[config.mk]
export PLATFORM = sky130hd
export DESIGN_NAME = smie_div
export DESIGN_NICKNAME = d
export VERILOG_FILES = /design/src/hdl/smie_pkg.sv /design/src/hdl/smie_div.sv
export SDC_FILE = /design/constraint.sdc
export NUM_CORES = 1
export LEC_CHECK = 0
export BUFFER_PORTS_ARGS = -buffer_cell sky130_fd_sc_hd__buf_2
export CAP_MARGIN = 30
export CORE_MARGIN = 5
export CORE_UTILIZATION = 59
export DETAILED_ROUTE_END_ITERATION = 8
export GPL_ROUTABILITY_DRIVEN = 1
export GPL_TIMING_DRIVEN = 0
export PLACE_DENSITY = 0.77
export RECOVER_POWER = 25
export REMOVE_ABC_BUFFERS = 1
export SYNTH_ARGS = -nofsm -noshare
export SYNTH_HDL_FRONTEND = slang
export SYNTH_SLANG_ARGS = --single-unit
[constraint.sdc]
create_clock -name clk -period 5.5 [get_ports clk]
set_clock_uncertainty 0.05 [all_clocks]
set_input_delay 1.65 -clock clk [delete_from_list [all_inputs] [get_ports clk]]
set_output_delay 1.65 -clock clk [all_outputs]
set_load 0.05 [all_outputs]
[src/hdl/smie_pkg.sv]
package smie_pkg;
  localparam int STACK_DEPTH_DEF = 64;
  localparam int CALL_DEPTH_DEF  = 16;
  localparam int NUM_REGS_DEF    = 8;
  localparam int PC_BITS_DEF     = 16;
  localparam int OUT_PC_W        = 16;

  typedef enum logic [5:0] {
    OP_BEGIN = 6'd10, OP_POP = 6'd11, OP_ADD = 6'd12, OP_SUB = 6'd13,
    OP_MUL = 6'd14, OP_DIV = 6'd15, OP_OUT = 6'd16, OP_IN = 6'd17,
    OP_RET = 6'd18, OP_END = 6'd19, OP_CALL = 6'd20, OP_JMP = 6'd21,
    OP_JEQ = 6'd22, OP_JNE = 6'd23, OP_JA = 6'd24, OP_JAE = 6'd25,
    OP_JB = 6'd26, OP_JBE = 6'd27, OP_PUSH = 6'd30, OP_POPR = 6'd40,
    OP_PUSHR = 6'd41
  } op_t;

  typedef enum logic [2:0] {
    ST_OK = 3'd0, ST_SUNDER = 3'd1, ST_SOVER = 3'd2, ST_CUNDER = 3'd3,
    ST_COVER = 3'd4, ST_DIVZ = 3'd5, ST_BADOP = 3'd6, ST_BADARG = 3'd7
  } status_t;

  typedef struct packed {
    logic        start;
    logic [31:0] dividend;
    logic [31:0] divisor;
  } div_req_t;

  typedef struct packed {
    logic        done;
    logic [31:0] quotient;
  } div_rsp_t;
endpackage

[src/hdl/smie_div.sv]
module smie_div (
  input  logic              clk,
  input  logic              rst,
  input  smie_pkg::div_req_t req,
  output smie_pkg::div_rsp_t rsp
);
  import smie_pkg::*;

  logic        busy;
  logic        done;
  logic [5:0]  count;
  logic [31:0] rem;
  logic [31:0] quo;
  logic [31:0] dvs;
  logic        neg;
  logic [32:0] trial;

  assign trial = {rem[31:0], quo[31]} - {1'b0, dvs};

  always_ff @(posedge clk) begin
    if (rst) begin
      busy  <= 1'b0;
      done  <= 1'b0;
      count <= '0;
    end else if (req.start) begin
      busy  <= 1'b1;
      done  <= 1'b0;
      count <= 6'd32;
      rem   <= '0;
      quo   <= req.dividend[31] ? (~req.dividend + 32'd1) : req.dividend;
      dvs   <= req.divisor[31] ? (~req.divisor + 32'd1) : req.divisor;
      neg   <= req.dividend[31] ^ req.divisor[31];
    end else begin
      done <= busy && (count == 6'd1);
      if (busy) begin
        if (!trial[32]) begin
          rem <= trial[31:0];
          quo <= {quo[30:0], 1'b1};
        end else begin
          rem <= {rem[30:0], quo[31]};
          quo <= {quo[30:0], 1'b0};
        end
        count <= count - 6'd1;
        if (count == 6'd1) busy <= 1'b0;
      end
    end
  end

  assign rsp = {done, (neg ? (~quo + 32'd1) : quo)};
endmodule

After elaboration in Yosys (flattened, before gate mapping)
Cells that the tools add are included.
- output and inout bits: 33
- bits in registers: 105
- word-level logic and storage cells: 38
- input bits: 67
- bitwise operators: 5
- $add $sub $neg: 5
- equality and inequality tests: 1
- reductions and logical operators: 5
- mux-type cells: 13
- operators with widths (operator ; number):
    $mux 32 ; 6
    $add 32x1->32 const B ; 3
    $not 32->32 ; 3
    $sub 33x32->33 ; 1
    $mux 31 ; 1
    $mux 6 ; 2
    $eq 6x1->1 const B ; 1
    $sub 6x1->6 const B ; 1
    $mux 1 ; 4
    $reduce_and 2->1 ; 2
    $reduce_bool 2->1 ; 1
    $reduce_or 2->1 ; 1
    $logic_and 1x1->1 ; 1
    $not 1->1 ; 1
    $xor 1x1->1 ; 1

Logic depth before layout (Yosys ltp)
- depth in word-level cells: 4
- mapped depth: 14
- gate-level depth less buffers: 12

Worst setup path before layout
No wires, ideal clock.
- kind: input-to-reg
- start: in req[64] (netlist bit)
- end: reg quo[0] (enable)
- stages: 3
- library setup time: 488 ps
- slack: 285 ps
- buffers on the path: 1
- arrival time: 4678 ps
- cell sequence: clkbuf_1 > nor2_1 > nor2_1
- word-level cells in the longest chain between the ends: 2
- RTL lines (what ; RTL line ; RTL):
    start: declaration ; smie_div.sv:4 ; input smie_pkg::div_req_t req,
    $reduce_bool 2->1 (no line) ; - ;
    $reduce_and 2->1 (no line) ; - ;
    end signal: assignment ; smie_div.sv:30 ; quo <= req.dividend[31] ? (~req.dividend + 32'd1) : req.dividend;
    end signal: assignment ; smie_div.sv:38 ; quo <= {quo[30:0], 1'b1};
    end signal: assignment ; smie_div.sv:41 ; quo <= {quo[30:0], 1'b0};
    end: declaration ; smie_div.sv:13 ; logic [31:0] quo;
Every way passes these cells.
A chain may end at the register's enable or synchronous reset.

==> run_results.csv <==
group,metric,value,unit
hold_path,hp-start,"count[0]",
yosys,yosysTopAreaCell,"edfxtp_1",
hold_path,hold_class,"reg -> reg",
grt,grt_util_all_layers,22.80,%
placement,io_buffers,99,
yosys,netlist_instances,826,
sta,max_freq,196.4,MHz
finish,insertedDiodeCount,0,
cts,post_cts_buffers,0,
worst_setup_path,r2r-start,"quo[31]",
run_status,outcome,"finished with violations",
yosys,syn-cell-area,7746,sq um
finish,area_delta_synth_final,12.18,%
worst_setup_path,crit_path_start_kind,"flop",
cts,insertion_delay,0.35,ns
floorplanning,initial_core_util,60.89,%
cts,cts_sinks,105,
drt,drtIter0Drc,520,
drt,highest_layer,"met4",
grt,grt-ovfl-total,0,
yosys,ys_ff_latch,105,
cts,cts_buffers,9,
worst_setup_path,crit_fanout,6,
yosys,synth-seq-area-share,39.67,%
drt,wl_per_cell,16.46,um
cts,cts_root_buf,"clkbuf_16",
sta,fin_ws,0.4083,ns
sta,setup_violations,0,
drt,vias,6365,
worst_setup_path,r2r_end,"rem[27]",
hold_path,holdPathEnd,"count[0]",
sta,fin_crit,5.092,ns
sta,slew_viol_final,115,
finish,layout-drive-gt1-share,14.62,%
yosys,synth_top_area_share,37.60,%
floorplanning,io_pins,100,
finish,fin_area,8690,sq um
grt,grt_pass1_vias,6377,
floorplanning,die_x,124.6,um
yosys,avgSynthCellArea,9.378,sq um
power_and_ir_drop,leakage,3.445,nW
drt,drc,0,
grt,grt_max_degree,97,
cts,clk_pin_slew,0.07,ns
drt,wl,17810,um
finish,multi_input_area,4370,sq um
finish,register_area,3073,sq um
job,max_cap_violations,2,
yosys,synth-main-ff-cell,"edfxtp_1",
placement,pre_cts_slack,0.4320,ns
yosys,ys_top_cells_by_area,"edfxtp_1, xnor2_1, ha_1",
hold_path,holdPathStages,2,
drt,postRouteAntennaNets,0,
cts,cts_resized,0,
sta,rsz0062_at_grt,"no",
power_and_ir_drop,power_density,298.5,nW/um^2
yosys,yosys-top-cells-count,"edfxtp_1, nor2_1, xnor2_1, nand2_1, a21oi_1",
finish,finish.utilization,68.30,%
finish,fillers,1032,
cts,cts_tree,"built",
drt,drt-pass1-iter-count,5,
yosys,synthArstFlopShare,0,%
sta,finalHoldViolCount,0,
worst_setup_path,regToRegSetupSlack,0.62,ns
floorplanning,fp.coreArea,12720,sq um
placement,gp_congestion,0.9151,
finish,nets,1010,
yosys,yosysWarningCount,0,
worst_setup_path,worstPathRequired,3.80,ns
cts,ctsHoldBuffers,0,
drt,wl_met3,817,um
floorplanning,rows,41,
worst_setup_path,reg2reg_depth,12,
yosys,ys_types,56,
sta,timing.hold.ws,0.4435,ns
drt,m1WireLength,7938,um
sta,post-route-period-util,92.58,%
cts,cts_buffer_depth,2,
grt,grt_first_pass_wirelength,29580,um
yosys,synth-edff-count,97,
floorplanning,fp.dieArea,15520,sq um
worst_setup_path,crit_arrival,3.39,ns
placement,dpl_cell_area,8388,sq um
floorplanning,die_height,124.6,um
run_status,violations,"max-capacitance violations, max-slew violations",
placement,dp_hpwl,13020,um
yosys,yosysMostFrequentCell,"edfxtp_1",
cts,htreeDepth,3,
worst_setup_path,path_class,"reg -> out",
sta,relSlewSlack,-26.86,%
grt,antenna_found_initial,0,
power_and_ir_drop,irDropWorstVdd,202.7,uV
drt,viasPerCell,5.883,
drt,wl_met2,8695,um
sta,worst_slew_pin_slew,1.903,ns
worst_setup_path,endpoint_kind,"output pin",
## how the worst max path moves through the flow
stage,startpoint,end,slack (ns),depth (start not counted)
finish,quo[4],rsp[26],0.41,8
global route,quo[4],rsp[26],0.12,8
CTS,quo[4],rsp[26],0.40,8
detailed placement,req[44],quo[27],0.43,10
global placement,req[64],rem[29],-2.12,3
floorplan,req[64],quo[0],0.56,2
## registers in the layout, indices dropped and copies added, names as in the netlist
register  flops
quo          32
dvs          32
rem          32
count         6
busy          1
neg           1
done          1
## layer usage
metal / global-route usage, % / up-vias
met3: 2.873 / 22
met1: 29.40 / 3034
li1: - / 3148
met2: 38.99 / 161
met5: 0 / -
met4: 8.962 / 0
## worst max-delay path, cell delays in order, from the launching register on
cell      delay [ns]
edfxtp_1        0.43
or3_1           0.44
nor3_1          0.44
nand4_1         0.28
or3_1           0.45
nand2b_1        0.22
o41ai_1         0.34
xnor2_1         0.16
buf_2           0.28
## area by class of cell
| type | instances | area share, % |
|---|---|---|
| Multi-Input combinational cell | 641 | 50.30 |
| Sequential cell | 105 | 35.36 |
| Timing Repair Buffer | 101 | 6.148 |
| Clock buffer | 9 | 2.592 |
| Tap cell | 172 | 2.477 |
| Inverter | 47 | 2.030 |
| Clock inverter | 7 | 1.094 |
## through the flow
step	TNS (ns)	instances	power (mW)
after floorplan	0	793	1.679
after global placement	-142.21	1064	1.875
after detailed placement	0	1066	1.904
after CTS	0	1082	2.609
after global routing	0	1082	2.730
final	0	1082	2.594
## cell usage in the layout, fill, tap and decap left out, types with 23 or more instances in the layout
master,instances
nor2_1,80
xor2_1,40
o31ai_1,24
buf_2,91
xnor2_1,79
nand2_1,68
o21ai_0,49
ha_1,37
inv_1,47
edfxtp_1,97
a21oi_1,54
mux2i_1,23
## power by group
group          internal, mW  switching, mW
clock                 0.398          0.297
sequential            0.969         0.0515
combinational         0.338          0.541
## logic make-up (layout without fill, tap and decap cells)
family | Yosys count | after routing | synth area share [%]
buffers and inverters | 80 | 164 | 4.022
AO/OA/AOI/OAI | 191 | 191 | 15.78
AND/OR/NAND/NOR | 262 | 262 | 16.70
XOR/XNOR | 119 | 119 | 13.46
multiplexers | 31 | 31 | 4.135
flip-flops | 105 | 105 | 39.67
adder cells (fa/ha/maj) | 38 | 38 | 6.235
Note: power is estimated with default switching activity, not from simulation.
